--- src/rtl/pit_pkg.sv ---
// ----------------------------------------------------------------------------
// pit_pkg
// Shared types and codes for the polygon index triangulator: result status
// codes, the polygon job descriptor and the bank release message.
// ----------------------------------------------------------------------------
package pit_pkg;

	localparam int MAX_VERTICES_DEF = 32;

	// wide enough for a vertex count at any supported MAX_VERTICES (up to 127)
	localparam int CNT_MAX_W = 7;

	localparam logic [1:0] STATUS_OK       = 2'd0;
	localparam logic [1:0] STATUS_TOO_FEW  = 2'd1;
	localparam logic [1:0] STATUS_TOO_MANY = 2'd2;

	typedef struct packed {
		logic                 bank;
		logic [CNT_MAX_W-1:0] count;
		logic [1:0]           status;
	} job_t;

	typedef struct packed {
		logic valid;
		logic bank;
	} rel_t;

endpackage

--- src/rtl/pit_front.sv ---
// ----------------------------------------------------------------------------
// pit_front
// Accepts vertex indices into one of two index banks, counts and classifies
// the polygon, and hands a job descriptor to the job queue on the last item.
// ----------------------------------------------------------------------------
module pit_front #(
	parameter int MAX_VERTICES = pit_pkg::MAX_VERTICES_DEF
) (
	input  logic                                clk,
	input  logic                                arst_n,
	input  logic [15:0]                         vertex_index,
	input  logic                                last,
	input  logic                                vertex_valid,
	output logic                                vertex_ready,
	output logic                                job_push,
	output pit_pkg::job_t                       job,
	input  pit_pkg::rel_t                       rel,
	input  logic                                rd_en,
	input  logic [$clog2(MAX_VERTICES):0]       rd_addr,
	output logic [15:0]                         rd_data
);

	localparam int AW  = $clog2(MAX_VERTICES);
	localparam int CW  = $clog2(MAX_VERTICES + 1);
	localparam int JCW = pit_pkg::CNT_MAX_W;

	logic [15:0]   mem [2**(AW+1)];
	logic [15:0]   rd_data_q;
	logic          bank_q;
	logic [CW-1:0] cnt_q;
	logic          ovf_q;
	logic [1:0]    busy_q;

	logic          accept;
	logic          cnt_full;
	logic [CW-1:0] n_fin;
	logic          ovf_fin;
	logic [1:0]    busy_set;
	logic [1:0]    busy_clr;

	assign vertex_ready = !busy_q[bank_q];
	assign accept       = vertex_valid && vertex_ready;
	assign cnt_full     = (cnt_q == CW'(MAX_VERTICES));
	assign n_fin        = cnt_full ? cnt_q : cnt_q + CW'(1);
	assign ovf_fin      = ovf_q || cnt_full;
	assign busy_set     = (accept && last) ? (2'b01 << bank_q) : 2'b00;
	assign busy_clr     = rel.valid ? (2'b01 << rel.bank) : 2'b00;

	assign job_push = accept && last;
	always_comb begin
		job.bank  = bank_q;
		job.count = JCW'(n_fin);
		if (ovf_fin) begin
			job.status = pit_pkg::STATUS_TOO_MANY;
		end else if (n_fin < CW'(3)) begin
			job.status = pit_pkg::STATUS_TOO_FEW;
		end else begin
			job.status = pit_pkg::STATUS_OK;
		end
	end

	always_ff @(posedge clk or negedge arst_n) begin
		if (!arst_n) begin
			bank_q <= 1'b0;
			cnt_q  <= '0;
			ovf_q  <= 1'b0;
			busy_q <= '0;
		end else begin
			busy_q <= (busy_q & ~busy_clr) | busy_set;
			if (accept) begin
				if (last) begin
					cnt_q  <= '0;
					ovf_q  <= 1'b0;
					bank_q <= !bank_q;
				end else if (cnt_full) begin
					ovf_q <= 1'b1;
				end else begin
					cnt_q <= cnt_q + CW'(1);
				end
			end
		end
	end

	always_ff @(posedge clk) begin
		if (accept && !cnt_full) begin
			mem[{bank_q, cnt_q[AW-1:0]}] <= vertex_index;
		end
	end

	always_ff @(posedge clk) begin
		if (rd_en) begin
			rd_data_q <= mem[rd_addr];
		end
	end

	assign rd_data = rd_data_q;

endmodule

--- src/rtl/pit_job_fifo.sv ---
// ----------------------------------------------------------------------------
// pit_job_fifo
// Two-entry queue of polygon jobs between the front and the back end.
// ----------------------------------------------------------------------------
module pit_job_fifo (
	input  logic          clk,
	input  logic          arst_n,
	input  logic          push,
	input  pit_pkg::job_t push_job,
	input  logic          pop,
	output logic          avail,
	output pit_pkg::job_t head
);

	pit_pkg::job_t entry_q [2];
	logic          wp_q;
	logic          rp_q;
	logic [1:0]    cnt_q;

	assign avail = (cnt_q != 2'd0);
	assign head  = entry_q[rp_q];

	always_ff @(posedge clk or negedge arst_n) begin
		if (!arst_n) begin
			wp_q  <= 1'b0;
			rp_q  <= 1'b0;
			cnt_q <= 2'd0;
		end else begin
			if (push) begin
				wp_q <= !wp_q;
			end
			if (pop) begin
				rp_q <= !rp_q;
			end
			if (push && !pop) begin
				cnt_q <= cnt_q + 2'd1;
			end else if (pop && !push) begin
				cnt_q <= cnt_q - 2'd1;
			end
		end
	end

	always_ff @(posedge clk) begin
		if (push) begin
			entry_q[wp_q] <= push_job;
		end
	end

endmodule

--- src/rtl/pit_back.sv ---
// ----------------------------------------------------------------------------
// pit_back
// Walks the index stream of one polygon, keeps the re-queued head entries in
// an append store, and emits one triangle or one error result at a time.
// ----------------------------------------------------------------------------
module pit_back #(
	parameter int MAX_VERTICES = pit_pkg::MAX_VERTICES_DEF
) (
	input  logic                          clk,
	input  logic                          arst_n,
	input  logic                          job_avail,
	input  pit_pkg::job_t                 job_head,
	output logic                          job_pop,
	output pit_pkg::rel_t                 rel,
	output logic                          rd_en,
	output logic [$clog2(MAX_VERTICES):0] rd_addr,
	input  logic [15:0]                   rd_data,
	output logic [15:0]                   corner_a,
	output logic [15:0]                   corner_b,
	output logic [15:0]                   corner_c,
	output logic                          final_triangle,
	output logic [1:0]                    status,
	output logic                          triangle_valid,
	input  logic                          triangle_ready
);

	localparam int AW = $clog2(MAX_VERTICES);
	localparam int CW = $clog2(MAX_VERTICES + 1);
	localparam int JW = $clog2(2 * MAX_VERTICES);

	localparam logic [1:0] ST_IDLE = 2'd0;
	localparam logic [1:0] ST_FILL = 2'd1;
	localparam logic [1:0] ST_EMIT = 2'd2;

	logic [15:0]   app [2**AW];
	logic [15:0]   app_rd_q;

	logic [1:0]    state_q;
	logic          bank_q;
	logic [CW-1:0] n_q;
	logic [CW-1:0] m_q;
	logic [JW-1:0] j_q;
	logic [1:0]    need_q;
	logic          pend_q;
	logic [1:0]    f_q;
	logic          sel_q;
	logic [15:0]   a_q;
	logic [15:0]   b_q;
	logic [15:0]   c_q;
	logic          out_valid_q;
	logic [15:0]   out_a_q;
	logic [15:0]   out_b_q;
	logic [15:0]   out_c_q;
	logic          out_fin_q;
	logic [1:0]    out_st_q;

	logic          ofree;
	logic          last_tri;
	logic          in_idx;
	logic          issue;
	logic          job_err;
	logic          emit_go;
	logic          err_go;
	logic [JW-1:0] app_diff;
	logic [15:0]   cap_data;

	assign ofree    = !out_valid_q || triangle_ready;
	assign last_tri = (m_q == n_q - CW'(3));
	assign in_idx   = (j_q < JW'(n_q));
	assign emit_go  = (state_q == ST_EMIT) && ofree;
	assign issue    = ((state_q == ST_FILL) && (need_q != 2'd0)) || (emit_go && !last_tri);
	assign job_err  = (job_head.status != pit_pkg::STATUS_OK);
	assign job_pop  = (state_q == ST_IDLE) && job_avail && (!job_err || ofree);
	assign err_go   = job_pop && job_err;

	assign rel.valid = err_go || (emit_go && last_tri);
	assign rel.bank  = job_pop ? job_head.bank : bank_q;

	assign rd_en    = issue && in_idx;
	assign rd_addr  = {bank_q, j_q[AW-1:0]};
	assign app_diff = j_q - JW'(n_q);
	assign cap_data = sel_q ? rd_data : app_rd_q;

	always_ff @(posedge clk or negedge arst_n) begin
		if (!arst_n) begin
			state_q     <= ST_IDLE;
			bank_q      <= 1'b0;
			n_q         <= '0;
			m_q         <= '0;
			j_q         <= '0;
			need_q      <= 2'd0;
			pend_q      <= 1'b0;
			f_q         <= 2'd0;
			out_valid_q <= 1'b0;
		end else begin
			if (ofree) begin
				out_valid_q <= err_go || emit_go;
			end
			case (state_q)
				ST_IDLE: begin
					if (job_pop && !job_err) begin
						bank_q  <= job_head.bank;
						n_q     <= CW'(job_head.count);
						m_q     <= '0;
						j_q     <= '0;
						need_q  <= 2'd3;
						pend_q  <= 1'b0;
						f_q     <= 2'd0;
						state_q <= ST_FILL;
					end
				end
				ST_FILL: begin
					if (pend_q) begin
						f_q <= f_q + 2'd1;
					end
					if (need_q != 2'd0) begin
						need_q <= need_q - 2'd1;
						j_q    <= j_q + JW'(1);
						pend_q <= 1'b1;
					end else begin
						pend_q <= 1'b0;
					end
					if (pend_q && (f_q == 2'd2)) begin
						state_q <= ST_EMIT;
					end
				end
				ST_EMIT: begin
					if (ofree) begin
						m_q <= m_q + CW'(1);
						if (last_tri) begin
							state_q <= ST_IDLE;
						end else begin
							j_q     <= j_q + JW'(1);
							need_q  <= 2'd1;
							pend_q  <= 1'b1;
							f_q     <= 2'd1;
							state_q <= ST_FILL;
						end
					end
				end
				default: begin
					state_q <= ST_IDLE;
				end
			endcase
		end
	end

	always_ff @(posedge clk) begin
		if (issue) begin
			sel_q <= in_idx;
		end
		if ((state_q == ST_FILL) && pend_q) begin
			case (f_q)
				2'd0:    a_q <= cap_data;
				2'd1:    b_q <= cap_data;
				default: c_q <= cap_data;
			endcase
		end
		if (emit_go && !last_tri) begin
			a_q <= c_q;
		end
		if (err_go) begin
			out_a_q   <= '0;
			out_b_q   <= '0;
			out_c_q   <= '0;
			out_fin_q <= 1'b1;
			out_st_q  <= job_head.status;
		end else if (emit_go) begin
			out_a_q   <= a_q;
			out_b_q   <= b_q;
			out_c_q   <= c_q;
			out_fin_q <= last_tri;
			out_st_q  <= pit_pkg::STATUS_OK;
		end
	end

	always_ff @(posedge clk) begin
		if (emit_go) begin
			app[m_q[AW-1:0]] <= a_q;
		end
		if (issue && !in_idx) begin
			app_rd_q <= app[app_diff[AW-1:0]];
		end
	end

	assign corner_a       = out_a_q;
	assign corner_b       = out_b_q;
	assign corner_c       = out_c_q;
	assign final_triangle = out_fin_q;
	assign status         = out_st_q;
	assign triangle_valid = out_valid_q;

endmodule

--- src/rtl/polygon_index_triangulator_unit.sv ---
// ----------------------------------------------------------------------------
// polygon_index_triangulator_unit
// Loads one vertex index per cycle, while its target bank is not busy, into
// a ping-pong index store; after the last index it emits n - 2 triangles.
// The front loads the next polygon while the back end emits the previous one.
// Reset clears all control state; the index stores are not cleared.
// ----------------------------------------------------------------------------
module polygon_index_triangulator_unit #(
	parameter int MAX_VERTICES = pit_pkg::MAX_VERTICES_DEF
) (
	input  logic        clk,
	input  logic        arst_n,
	input  logic [15:0] vertex_index,
	input  logic        last,
	input  logic        vertex_valid,
	output logic        vertex_ready,
	output logic [15:0] corner_a,
	output logic [15:0] corner_b,
	output logic [15:0] corner_c,
	output logic        final_triangle,
	output logic [1:0]  status,
	output logic        triangle_valid,
	input  logic        triangle_ready
);

	localparam int AW = $clog2(MAX_VERTICES);

	logic          job_push;
	pit_pkg::job_t job_in;
	logic          job_pop;
	logic          job_avail;
	pit_pkg::job_t job_head;
	pit_pkg::rel_t rel;
	logic          rd_en;
	logic [AW:0]   rd_addr;
	logic [15:0]   rd_data;

	pit_front #(
		.MAX_VERTICES(MAX_VERTICES)
	) u_front (
		.clk         (clk),
		.arst_n      (arst_n),
		.vertex_index(vertex_index),
		.last        (last),
		.vertex_valid(vertex_valid),
		.vertex_ready(vertex_ready),
		.job_push    (job_push),
		.job         (job_in),
		.rel         (rel),
		.rd_en       (rd_en),
		.rd_addr     (rd_addr),
		.rd_data     (rd_data)
	);

	pit_job_fifo u_job_fifo (
		.clk     (clk),
		.arst_n  (arst_n),
		.push    (job_push),
		.push_job(job_in),
		.pop     (job_pop),
		.avail   (job_avail),
		.head    (job_head)
	);

	pit_back #(
		.MAX_VERTICES(MAX_VERTICES)
	) u_back (
		.clk           (clk),
		.arst_n        (arst_n),
		.job_avail     (job_avail),
		.job_head      (job_head),
		.job_pop       (job_pop),
		.rel           (rel),
		.rd_en         (rd_en),
		.rd_addr       (rd_addr),
		.rd_data       (rd_data),
		.corner_a      (corner_a),
		.corner_b      (corner_b),
		.corner_c      (corner_c),
		.final_triangle(final_triangle),
		.status        (status),
		.triangle_valid(triangle_valid),
		.triangle_ready(triangle_ready)
	);

endmodule
--- config.mk ---
export PLATFORM = sky130hd
export DESIGN_NAME = polygon_index_triangulator_unit
export DESIGN_NICKNAME = d
export VERILOG_FILES = /design/src/rtl/pit_pkg.sv /design/src/rtl/pit_front.sv /design/src/rtl/pit_job_fifo.sv /design/src/rtl/pit_back.sv /design/src/rtl/polygon_index_triangulator_unit.sv
export SDC_FILE = /design/constraint.sdc
export NUM_CORES = 2
export LEC_CHECK = 0
export ABC_AREA = 0
export BUFFER_PORTS_ARGS = -buffer_cell sky130_fd_sc_hd__clkbuf_2
export CAP_MARGIN = 20
export CORE_UTILIZATION = 30
export CTS_CLUSTER_SIZE = 14
export DETAILED_ROUTE_END_ITERATION = 10
export PLACE_DENSITY = 0.54
export RECOVER_POWER = 100
export SLEW_MARGIN = 20
export SYNTH_ARGS = -nofsm -noshare
export SYNTH_HDL_FRONTEND = slang
export SYNTH_SLANG_ARGS = --single-unit
--- constraint.sdc ---
create_clock -name clk -period 10.5 [get_ports clk]
set_clock_uncertainty 0.15 [all_clocks]
set_input_delay 1.575 -clock clk [delete_from_list [all_inputs] [get_ports clk]]
set_output_delay 1.575 -clock clk [all_outputs]
set_load 0.02 [all_outputs]
==> flow_summary.toml <==
[global_route]
antenna_found_initial = 16
grt_overflow_total = 0
grtUsageTotal_pct = 15.4
grt_pass1_wl_mm = 247
grt_max_degree = 111
grt_pass1_vias = 32500

[power]
irDropWorstVdd_mv = 0.281
leakage_uw = 0.0233
p_per_area_nw_per_um2 = 266

[clock_tree]
cts_resized = 0
cts_tree = "built"
clock_latency_ns = 0.82
htreeDepth = 4
cts.clk_slew.worst_paths_ns = 0.06
cts_root_buf = "clkbuf_16"
cts_max_path_buffers = 3
cts_inserted_buffers = 175
clkSinkCount = 1727
cts_hold_buf = 0
postCtsSetupRepairBufs = 0

[route]
dr.pass1.iters = 5
dr_total_vias = 32300
route.detailed.drc = 0
wl_per_cell_um = 26.7
drt_iter0_markers = 3359
ant_nets = 0
routed_wl_mm = 174
avgViaCountPerCell = 4.96

[hold_path]
hold_end = "u_back.final_triangle$_SDFFE_PP1P_"
hp-class = "reg -> reg"
hp-start = "u_back.final_triangle$_SDFFE_PP1P_"
hold_path_depth = 2

[timing]
finalSetupViolations = 0
tightest_slew_ns = 3.59
relSlewSlack_pct = -139
min_period_ns = 7.15
hold_viol = 0
finalMaxSlewViolations = 2415
fin_crit_sh_pct = 68.1
rsz0062_at_grt = "false"
setup_tns_ns = 0
max_freq_mhz = 140

[synth]
async_reset_ff_share_pct = 2.37
netlist_area_um2 = 66700
ys_ff_latch = 1727
synth_nets = 3217
yosys_warnings = 0
synth_edf_count = 1637
synth-main-ff-cell = "edfxtp_1"
synth_area_per_cell_um2 = 21.1
ys_seq_area_share_pct = 76.7
yosysUniqueCellTypes = 62
syn_inst = 3170

[finish]
final_cell_mix = "edfxtp_1, mux4_2, clkbuf_1"
multi_input_area_um2 = 14800
final_common_cell = "edfxtp_1"
stdcell_count = 6504
drive_gt1_share_pct = 21.6
fin_area_um2 = 76300
nets = 3441
nFillCells = 20800
area_growth_pct = 14.3
seqCellArea_um2 = 51200

[critical_path]
crit_type = "reg -> reg"
reg2reg_from = "u_back.j_q[0]$_DFFE_PN0P_"
end_kind = "register"
crit_fanout = 70
r2r-end = "u_back.app_rd_q[13]$_DFFE_PP_"
reg2reg_depth = 10
cp.required_ns = 10.91
cp-start-kind = "register"
reg2reg_slack_ns = 3.35
crit_arrival_ns = 7.56

[floorplanning]
design.die.area_um2 = 224000
rows = 172
fp.dieH_um = 474
core_area_um2 = 220000
ios = 74
die_x_um = 474
initial_core_util_pct = 30.3

[outcome]
violations = "capacitance limit, slew limit"
outcome = "finished with violations"

[placed_design]
io_buffers = 73
dp.cells = 6169
place_area_um2 = 71300
hpwl_mm = 100
routabilityCongestion = 0.769

[run]
maxCapViolCount = 75
[Yosys cell counts, drive strengths merged (10+ instances only)]
master | instances | area share, %
dfxtp | 49 | 1.5
edfxtp | 1637 | 74
nor4 | 17 | 0.16
mux4 | 422 | 14
ha | 25 | 0.47
a22o | 10 | 0.13
clkbuf | 111 | 0.62
nor2 | 126 | 0.71
buf | 63 | 0.46
nand3 | 31 | 0.23
o21ai | 36 | 0.27
dfrtp | 41 | 1.5
inv | 27 | 0.15
mux2 | 36 | 0.66
a21oi | 58 | 0.43
nand2 | 150 | 0.84
mux2i | 66 | 0.99
xnor2 | 21 | 0.28
a22oi | 27 | 0.30
and3 | 68 | 0.64
a211oi | 65 | 0.73
[per-layer routing]
layer / vias to the layer above / global-route usage, % / wire, µm
met2: 1026 / 24.7 / 83400
met3: 218 / 2.79 / 10800
li1: 13600 / - / -
met4: 2 / 3.72 / 3530
met1: 17500 / 21.4 / 75800
met5: - / 0 / 9
[cell type report]
class	instances	share of cell area (%)
sequential	1727	67.1
clock inverter	100	1.23
tap	2958	4.85
inverter	27	0.133
timing repair buffer	221	1.27
clock buffer	223	6.07
antenna	6	0.0197
multi-input combinational	1242	19.4
[cell families (layout without fill, tap and decap cells)]
kind of cell | count (synthesis) | in the layout | share of synthesized area [%]
simple gates | 442 | 442 | 3.10
compound gates | 223 | 223 | 2.26
mux | 524 | 524 | 15.9
flops | 1727 | 1727 | 76.7
xor+xnor | 27 | 27 | 0.354
fa+ha+maj | 26 | 26 | 0.499
buf+inv | 201 | 571 | 1.24
other cells | 0 | 6 | 0
[power by group]
group          internal [µW]  switching [µW]
registers               7970             316
clock network           3350            2720
logic                   2550            3390
[registers in the layout, summed over array words and instances (netlist names), 6 cells and up]
name and cells:
u_front.mem 1024, u_back.app 512, u_job_fifo.entry_q 18, u_back.a_q 16, u_back.app_rd_q 16, u_back.b_q 16
u_back.c_q 16, u_back.corner_a 16, u_back.corner_b 16, u_back.corner_c 16, u_front.rd_data 16, u_back.j_q 6
u_back.m_q 6, u_back.n_q 6, u_front.cnt_q 6
[worst max-delay path: stages (launching register included)]
cell	delay (ns)
dfrtp_1	2.22
inv_1	0.23
ha_1	0.36
inv_1	0.08
fa_4	0.51
buf_4	0.62
clkbuf_2	1.63
mux4_2	0.44
and3_1	0.20
a211oi_1	0.30
nor4_1	0.10
[worst max-delay path by stage]
stage | cells after the start | to | start | slack [ns]
final | 10 | u_back.app_rd_q[13]$_DFFE_PP_ | u_back.j_q[0]$_DFFE_PN0P_ | 3.35
after global routing | 10 | u_back.app_rd_q[3]$_DFFE_PP_ | u_back.j_q[0]$_DFFE_PN0P_ | 2.65
after CTS | 10 | u_back.app_rd_q[13]$_DFFE_PP_ | u_back.j_q[0]$_DFFE_PN0P_ | 5.18
after detailed placement | 10 | u_back.app_rd_q[13]$_DFFE_PP_ | u_back.j_q[0]$_DFFE_PN0P_ | 5.14
after global placement | 10 | u_back.app_rd_q[14]$_DFFE_PP_ | u_back.j_q[0]$_DFFE_PN0P_ | 5.17
after floorplan | 14 | u_back.app_rd_q[10]$_DFFE_PP_ | u_back.j_q[0]$_DFFE_PN0P_ | 6.58
[per-stage QoR]
step	hold slack [ns]	setup slack [ns]	total power [µW]	utilization, %
final	0.303	3.35	20300	34.6
after global routing	0.311	2.65	21100	34.6
after CTS	0.300	5.18	20500	34.9
after floorplan	0.305	6.58	12300	-
after detailed placement	0.291	5.14	14500	32.4
after global placement	0.287	5.17	14500	32.4
No activity file was read; power rests on OpenSTA's default activity.
